==> src/rtl/grsm_pkg.sv <==
// ----------------------------------------------------------------------------
// grsm_pkg
// shared types, verdict codes and rice parameter clamp for the set matcher
// ----------------------------------------------------------------------------
package grsm_pkg;

	localparam logic [1:0] VERDICT_MATCH     = 2'd0;
	localparam logic [1:0] VERDICT_PASSED    = 2'd1;
	localparam logic [1:0] VERDICT_EXHAUSTED = 2'd2;
	localparam logic [1:0] VERDICT_TRUNCATED = 2'd3;

	localparam logic [1:0] REG_TARGET_HASH   = 2'd0;
	localparam logic [1:0] REG_ELEMENT_COUNT = 2'd1;
	localparam logic [1:0] REG_RICE_BITS     = 2'd2;

	localparam logic [5:0] RICE_MIN   = 6'd7;
	localparam logic [5:0] RICE_MAX   = 6'd32;
	localparam logic [5:0] RICE_RESET = 6'd19;

	typedef struct packed {
		logic [63:0] target_hash;
		logic [31:0] element_count;
		logic [5:0]  rice_bits;
	} cfg_t;

	typedef struct packed {
		logic        in_rem;
		logic [5:0]  left;
		logic [31:0] acc;
	} walk_state_t;

	typedef struct packed {
		logic        done;
		logic [3:0]  ones_pre;
		logic [3:0]  ones_post;
		logic [31:0] acc_done;
		walk_state_t nxt;
	} walk_result_t;

	function automatic logic [5:0] rice_clamp(input logic [5:0] rb);
		logic [5:0] r;
		if (rb < RICE_MIN) begin
			r = RICE_MIN;
		end else if (rb > RICE_MAX) begin
			r = RICE_MAX;
		end else begin
			r = rb;
		end
		return r;
	endfunction

endpackage

==> src/rtl/grsm_cfg_regs.sv <==
// ----------------------------------------------------------------------------
// grsm_cfg_regs
// configuration register file: target hash, element count, rice parameter
// ----------------------------------------------------------------------------
module grsm_cfg_regs (
	input  logic               clk,
	input  logic               arst_n,
	input  logic               cfg_valid,
	output logic               cfg_ready,
	input  logic [1:0]         cfg_index,
	input  logic [63:0]        cfg_data,
	output grsm_pkg::cfg_t     cfg
);
	import grsm_pkg::*;

	cfg_t cfg_q;

	assign cfg_ready = 1'b1;
	assign cfg = cfg_q;

	always_ff @(posedge clk or negedge arst_n) begin
		if (!arst_n) begin
			cfg_q.target_hash   <= '0;
			cfg_q.element_count <= '0;
			cfg_q.rice_bits     <= RICE_RESET;
		end else if (cfg_valid && cfg_ready) begin
			unique case (cfg_index)
				REG_TARGET_HASH:   cfg_q.target_hash   <= cfg_data;
				REG_ELEMENT_COUNT: cfg_q.element_count <= cfg_data[31:0];
				REG_RICE_BITS:     cfg_q.rice_bits     <= cfg_data[5:0];
				default: ;
			endcase
		end
	end

endmodule

==> src/rtl/grsm_bit_walk.sv <==
// ----------------------------------------------------------------------------
// grsm_bit_walk
// walks the eight bits of one coded byte, msb first, through the unary and
// remainder phases; reports at most one completed value per byte
// ----------------------------------------------------------------------------
module grsm_bit_walk (
	input  logic [7:0]                byte_in,
	input  logic [5:0]                rice_eff,
	input  grsm_pkg::walk_state_t     st,
	output grsm_pkg::walk_result_t    res
);
	import grsm_pkg::*;

	logic        in_rem_v;
	logic [5:0]  left_v;
	logic [31:0] acc_v;
	logic [31:0] acc_done_v;
	logic [3:0]  ones_pre_v;
	logic [3:0]  ones_post_v;
	logic        done_v;

	always_comb begin
		in_rem_v    = st.in_rem;
		left_v      = st.left;
		acc_v       = st.acc;
		acc_done_v  = '0;
		ones_pre_v  = '0;
		ones_post_v = '0;
		done_v      = 1'b0;
		for (int i = 7; i >= 0; i--) begin
			if (!in_rem_v) begin
				if (byte_in[i]) begin
					if (done_v) begin
						ones_post_v = ones_post_v + 4'd1;
					end else begin
						ones_pre_v = ones_pre_v + 4'd1;
					end
				end else begin
					in_rem_v = 1'b1;
					acc_v    = '0;
					left_v   = rice_eff;
				end
			end else begin
				acc_v  = {acc_v[30:0], byte_in[i]};
				left_v = left_v - 6'd1;
				if (left_v == 6'd0) begin
					done_v     = 1'b1;
					acc_done_v = acc_v;
					acc_v      = '0;
					in_rem_v   = 1'b0;
				end
			end
		end
		res.done       = done_v;
		res.ones_pre   = ones_pre_v;
		res.ones_post  = ones_post_v;
		res.acc_done   = acc_done_v;
		res.nxt.in_rem = in_rem_v;
		res.nxt.left   = left_v;
		res.nxt.acc    = acc_v;
	end

endmodule

==> src/rtl/golomb_rice_set_membership_matcher_core.sv <==
// ----------------------------------------------------------------------------
// golomb_rice_set_membership_matcher_core
// a verdict word reaches the master side from the result register; its byte
// passes the input register first. throughput: one coded byte per cycle
// while no untaken verdict stalls the master side, set by the per-byte loop
// through the bit walk, 64-bit delta add and target compare back into scan state
// reset: config returns to target 0, count 0, rice 19; scan state clears
// ----------------------------------------------------------------------------
module golomb_rice_set_membership_matcher_core (
	input  logic        clk,
	input  logic        arst_n,
	input  logic        s_tvalid,
	output logic        s_tready,
	input  logic [7:0]  s_tdata,   // [7:0] byte_in
	input  logic        s_tuser,   // [0] first
	input  logic        s_tlast,
	output logic        m_tvalid,
	input  logic        m_tready,
	output logic [39:0] m_tdata,   // [1:0] verdict, [33:2] values_read, [39:34] zero
	input  logic        cfg_valid,
	output logic        cfg_ready,
	input  logic [1:0]  cfg_index,
	input  logic [63:0] cfg_data
);
	import grsm_pkg::*;

	cfg_t         cfg;
	logic [5:0]   rice_eff;

	logic         s1_valid_q;
	logic [7:0]   byte_s1;
	logic         first_s1;
	logic         last_s1;
	logic         adv;

	walk_state_t  walk_q;
	logic [63:0]  unary_q;
	logic [63:0]  sum_q;
	logic [31:0]  decoded_q;
	logic         decided_q;

	walk_state_t  walk_e;
	logic [63:0]  unary_e;
	logic [63:0]  sum_e;
	logic [31:0]  decoded_e;
	logic         decided_e;
	walk_result_t wres;

	logic [63:0]  unary_done;
	logic [63:0]  delta;
	logic [63:0]  sum_new;
	logic [31:0]  decoded_new;

	logic         emit;
	logic [1:0]   verdict_d;
	logic [31:0]  values_d;
	walk_state_t  walk_d;
	logic [63:0]  unary_d;
	logic [63:0]  sum_d;
	logic [31:0]  decoded_d;
	logic         decided_d;

	logic         m_valid_q;
	logic [1:0]   verdict_q;
	logic [31:0]  values_q;

	grsm_cfg_regs u_cfg (
		.clk       (clk),
		.arst_n    (arst_n),
		.cfg_valid (cfg_valid),
		.cfg_ready (cfg_ready),
		.cfg_index (cfg_index),
		.cfg_data  (cfg_data),
		.cfg       (cfg)
	);

	assign rice_eff = rice_clamp(cfg.rice_bits);

	assign adv      = s1_valid_q && (!m_valid_q || m_tready);
	assign s_tready = !s1_valid_q || adv;

	always_ff @(posedge clk or negedge arst_n) begin
		if (!arst_n) begin
			s1_valid_q <= 1'b0;
		end else if (s_tready) begin
			s1_valid_q <= s_tvalid;
		end
	end

	always_ff @(posedge clk) begin
		if (s_tvalid && s_tready) begin
			byte_s1  <= s_tdata;
			first_s1 <= s_tuser;
			last_s1  <= s_tlast;
		end
	end

	// a first byte sees the scan state as cleared
	always_comb begin
		if (first_s1) begin
			walk_e    = '0;
			unary_e   = '0;
			sum_e     = '0;
			decoded_e = '0;
			decided_e = 1'b0;
		end else begin
			walk_e    = walk_q;
			unary_e   = unary_q;
			sum_e     = sum_q;
			decoded_e = decoded_q;
			decided_e = decided_q;
		end
	end

	grsm_bit_walk u_walk (
		.byte_in  (byte_s1),
		.rice_eff (rice_eff),
		.st       (walk_e),
		.res      (wres)
	);

	assign unary_done  = unary_e + {60'd0, wres.ones_pre};
	assign delta       = (unary_done << rice_eff) | {32'd0, wres.acc_done};
	assign sum_new     = sum_e + delta;
	assign decoded_new = decoded_e + 32'd1;

	always_comb begin
		emit      = 1'b0;
		verdict_d = VERDICT_TRUNCATED;
		values_d  = decoded_e;
		walk_d    = wres.nxt;
		unary_d   = unary_done;
		sum_d     = sum_e;
		decoded_d = decoded_e;
		decided_d = decided_e;
		if (decided_e) begin
			walk_d  = walk_e;
			unary_d = unary_e;
		end else if (decoded_e >= cfg.element_count) begin
			emit      = 1'b1;
			verdict_d = VERDICT_EXHAUSTED;
			walk_d    = walk_e;
			unary_d   = unary_e;
			decided_d = 1'b1;
		end else begin
			if (wres.done) begin
				sum_d     = sum_new;
				decoded_d = decoded_new;
				unary_d   = {60'd0, wres.ones_post};
				values_d  = decoded_new;
			end
			if (wres.done && sum_new == cfg.target_hash) begin
				emit      = 1'b1;
				verdict_d = VERDICT_MATCH;
			end else if (wres.done && sum_new > cfg.target_hash) begin
				emit      = 1'b1;
				verdict_d = VERDICT_PASSED;
			end else if (wres.done && decoded_new >= cfg.element_count) begin
				emit      = 1'b1;
				verdict_d = VERDICT_EXHAUSTED;
			end else if (last_s1) begin
				emit      = 1'b1;
				verdict_d = VERDICT_TRUNCATED;
			end
			decided_d = emit;
		end
	end

	always_ff @(posedge clk or negedge arst_n) begin
		if (!arst_n) begin
			walk_q    <= '0;
			unary_q   <= '0;
			sum_q     <= '0;
			decoded_q <= '0;
			decided_q <= 1'b0;
		end else if (adv) begin
			walk_q    <= walk_d;
			unary_q   <= unary_d;
			sum_q     <= sum_d;
			decoded_q <= decoded_d;
			decided_q <= decided_d;
		end
	end

	always_ff @(posedge clk or negedge arst_n) begin
		if (!arst_n) begin
			m_valid_q <= 1'b0;
		end else if (adv) begin
			m_valid_q <= emit;
		end else if (m_tready) begin
			m_valid_q <= 1'b0;
		end
	end

	always_ff @(posedge clk) begin
		if (adv && emit) begin
			verdict_q <= verdict_d;
			values_q  <= values_d;
		end
	end

	assign m_tvalid = m_valid_q;
	assign m_tdata  = {6'd0, values_q, verdict_q};

endmodule
==> config.mk <==
export PLATFORM = sky130hd
export DESIGN_NAME = golomb_rice_set_membership_matcher_core
export DESIGN_NICKNAME = d
export VERILOG_FILES = /design/src/rtl/grsm_pkg.sv /design/src/rtl/grsm_cfg_regs.sv /design/src/rtl/grsm_bit_walk.sv /design/src/rtl/golomb_rice_set_membership_matcher_core.sv
export SDC_FILE = /design/constraint.sdc
export NUM_CORES = 2
export LEC_CHECK = 0
export BUFFER_PORTS_ARGS = -buffer_cell sky130_fd_sc_hd__buf_4
export CAP_MARGIN = 15
export CORE_MARGIN = 8
export CORE_UTILIZATION = 45
export CTS_CLUSTER_SIZE = 14
export DETAILED_ROUTE_END_ITERATION = 8
export HOLD_SLACK_MARGIN = 0.02
export PLACE_DENSITY_LB_ADDON = 0.12
export SLEW_MARGIN = 10
export SYNTH_ARGS = -nofsm -noshare
export SYNTH_HDL_FRONTEND = slang
export SYNTH_SLANG_ARGS = --single-unit
==> constraint.sdc <==
create_clock -name clk -period 33 [get_ports clk]
set_input_delay 1.65 -clock clk [delete_from_list [all_inputs] [get_ports clk]]
set_output_delay 1.65 -clock clk [all_outputs]
set_load 0.02 [all_outputs]
==> metrics.yaml <==
clk_pin_slew_worst_paths_ns: 0.06
first_pass_iters: 6
unrepaired_setup_endpoints_after_global_routing: "no"
worst_setup_path_end_kind: "flip-flop"
ys_dominant_reg_cell: "sky130_fd_sc_hd__dfrtp_1"
ys_top_cells_by_area: "sky130_fd_sc_hd__dfrtp_1, sky130_fd_sc_hd__ha_1, sky130_fd_sc_hd__nand2_1"
final-max-slew-violation-count: 0
remaining_drc_errors: 0
sequential_area_um2: 8910
finalCritPeriodShare: 0.620
postCtsResizedCells: 0
core_area_um2: 80000
multi_input_area_um2: 25300
cell_internal_pwr_mw: 1.97
place.port_buffers: 116
grt_start_max_net_pins: 152
power_per_cell_area_nw_per_um2: 114
hp-class: "flip-flop to flip-flop"
destination_of_the_worst_hold_path: "sum_q[21]"
finalPower_mw: 4.48
detailed_place.area_um2: 37600
nNetsFinal: 4907
tritoncts: "done"
ant_nets: 0
path_class: "flip-flop to flip-flop"
fmaxAchievable_mhz: 48.9
layout.cells.most_common: "sky130_fd_sc_hd__nand2_1"
wl_per_cell_um: 23.5
max-cap-violations: 0
count_of_cells_along_the_worst_register_to_register_path: 78
dieArea_um2: 89600
area_growth_syn_to_layout_pct: 8.94
seq_area_frac_synth: 0.247
clkLatencyLatePin_ns: 0.64
layout.cell_area.non_filler_um2: 39300
yosys.area.top_type_share: 0.208
fin_setup_tns_ns: 0
timing.final.hold_violations: 0
grt_pass1_wl_um: 208000
rrSetupSlack_ns: 12.55
seqPwrFrac: 0.138
track_usage: 0.287
cp_slowest_cell: "sky130_fd_sc_hd__nor2_4"
route.detailed.vias_per_inst: 6.36
first_global_vias: 34011
cts.sinks: 347
clock_power_share: 0.127
rows: 104
synth_top_area_cell: "sky130_fd_sc_hd__dfrtp_1"
cts_inserted_buffers: 47
detail_placement_hpwl_um: 96300
critPathRequiredTime_ns: 33.26
grt.overflow.total: 0
power.ir.vdd_worst_uv: 138
most-common-layout-cells: "sky130_fd_sc_hd__nand2_1, sky130_fd_sc_hd__nor2_1, sky130_fd_sc_hd__o21ai_0"
synth_cell_type_count: 114
clock_tree.htree_level_count: 2
place.gp.congestion: 0.954
timing.critical_path.from_type: "flip-flop"
total_leakage_power_nw: 17.5
setup_viol: 0
drt-total-wl_um: 134000
detailedPlace.worstSlack_ns: 12.85
starting_density_of_the_core: 0.451
final_period_minus_worst_setup_slack_ns: 20.45
initial_drc_count: 4031
max_incr_delay_on_cp_ns: 0.79
tightest_slew_ns: 1.09
die_w_um: 299
critical_path_peak_fanout: 65
fin_skew_ns: 0.0319
swShare: 0.560
die_boundary_height_um: 299
i_o_pin_total: 124
p_sw_mw: 2.51
post_synth_inst_count: 4709
postCtsSetupBuffers: 0
syn_area_um2: 36100
comb_power_share: 0.735
timing.hold.worst_path_depth: 2
status: "completed"
synth-edff-count: 44
crit-reg2reg-launch: "u_cfg.cfg[5]"
synthesis.yosys.warnings: 0
r2r_end: "values_q[8]"
cts_stage_hold_buffer_count: 0
synth_seq_cells: 347
min_from: "sum_q[21]"
total_vias_in_the_final_route: 36275
synthArstFlopShare: 0.873
grt_antenna_before_repair: 4
arrival_ns: 20.70
slew-limit-headroom: 0.268
fillers: 7882
finalWorstSetupSlack_ns: 12.55
crit_path_frequent_cell: "sky130_fd_sc_hd__a21oi_1"
drive_above_1_share: 0.0940
postSynthAreaPerCell_um2: 7.67
clockRootBuffer: "sky130_fd_sc_hd__clkbuf_16"
cts-root-to-sink-buffers: 3
[final cells by class]
cell class	count	area share
multi-input cells	3851	0.644
flip-flops and latches	347	0.226
repair buffers	188	0.0367
well taps	1060	0.0337
clock buffers	64	0.0323
inverters	165	0.0157
clock inverters	23	0.0108
diodes	3	0.000191
[worst max-delay path: cells and delay by family, from the launching register on]
family / cells / cell delay, ns
AND/OR/NAND/NOR: 29 / 7.68
multiplexers: 1 / 0.24
adder cells (fa/ha/maj): 6 / 1.80
AO/OA/AOI/OAI: 31 / 7.03
buffers and inverters: 8 / 2.14
flip-flops: 1 / 0.58
XOR/XNOR: 3 / 0.53
[sequential cells by signal, summed over array words and instances, names as in the netlist]
name,count
sum_q,64
decoded_q,32
values_q,32
verdict_q,2
first_s1,1
m_tvalid,1
unary_q,64
last_s1,1
byte_s1,8
decided_q,1
s1_valid_q,1
u_cfg.cfg,102
walk_q,38
[per-layer routing]
layer	wire, um	up-vias	GRT usage
li1	-	16971	-
met1	58300	17362	0.391
met2	60500	1627	0.456
met3	10000	315	0.0465
met4	5370	0	0.108
met5	0	-	0
[per-stage QoR]
stage          cells  hold slack, ns   util
3_3_place_gp    5611           0.452  0.470
3_5_place_dp    5611           0.459  0.470
4_1_cts         5698           0.472  0.491
2_1_floorplan   4714           0.441      -
6_report        5701           0.473  0.492
5_1_grt         5698           0.494  0.491
[power by group through the flow]
stage	Clock (mW)	Sequential (mW)	Combinational, mW
after floorplan	0	0.602	2.30
after detailed placement	0	0.623	3.22
after global routing	0.595	0.631	3.56
after global placement	0	0.621	3.22
after CTS	0.578	0.616	3.23
final	0.569	0.619	3.30
[worst max-delay path by stage]
stage                             from      endpoint  depth (start not counted)
after floorplan               first_s1   values_q[0]                         84
after global placement    u_cfg.cfg[5]   values_q[3]                         84
after detailed placement  u_cfg.cfg[5]   values_q[3]                         78
after CTS                 u_cfg.cfg[5]   values_q[2]                         78
after global routing          first_s1  values_q[11]                         84
final                     u_cfg.cfg[5]   values_q[8]                         78
[Yosys cell counts (all sizes together) (23+ instances only)]
cell    number
a211oi      82
a21bo       64
a21o        79
a21oi      328
a22o        81
a22oi      136
a31oi       33
a41oi       60
and2        85
and3        48
buf        102
clkbuf     249
dfrtp      300
edfxtp      44
ha         224
inv        164
mux2        68
mux2i      110
nand2      642
nand2b      45
nand3      106
nand4       72
nor2       364
nor2b      135
nor3        65
o211ai      56
o21a        32
o21ai      376
o22ai       80
o31ai       23
or3         29
xnor2      114
xor2        75
[cell families (layout without fill, tap and decap cells)]
family          after synthesis  after routing  synth area share
simple gates               1662           1662             0.217
compound gates             1588           1588             0.301
buf+inv                     516            440            0.0579
flops                       347            347             0.247
fa+ha+maj                   226            226            0.0787
xor+xnor                    189            189            0.0460
mux                         179            179            0.0532
other cells                   2             10          0.000208
Power figures use the tool's default switching activity.
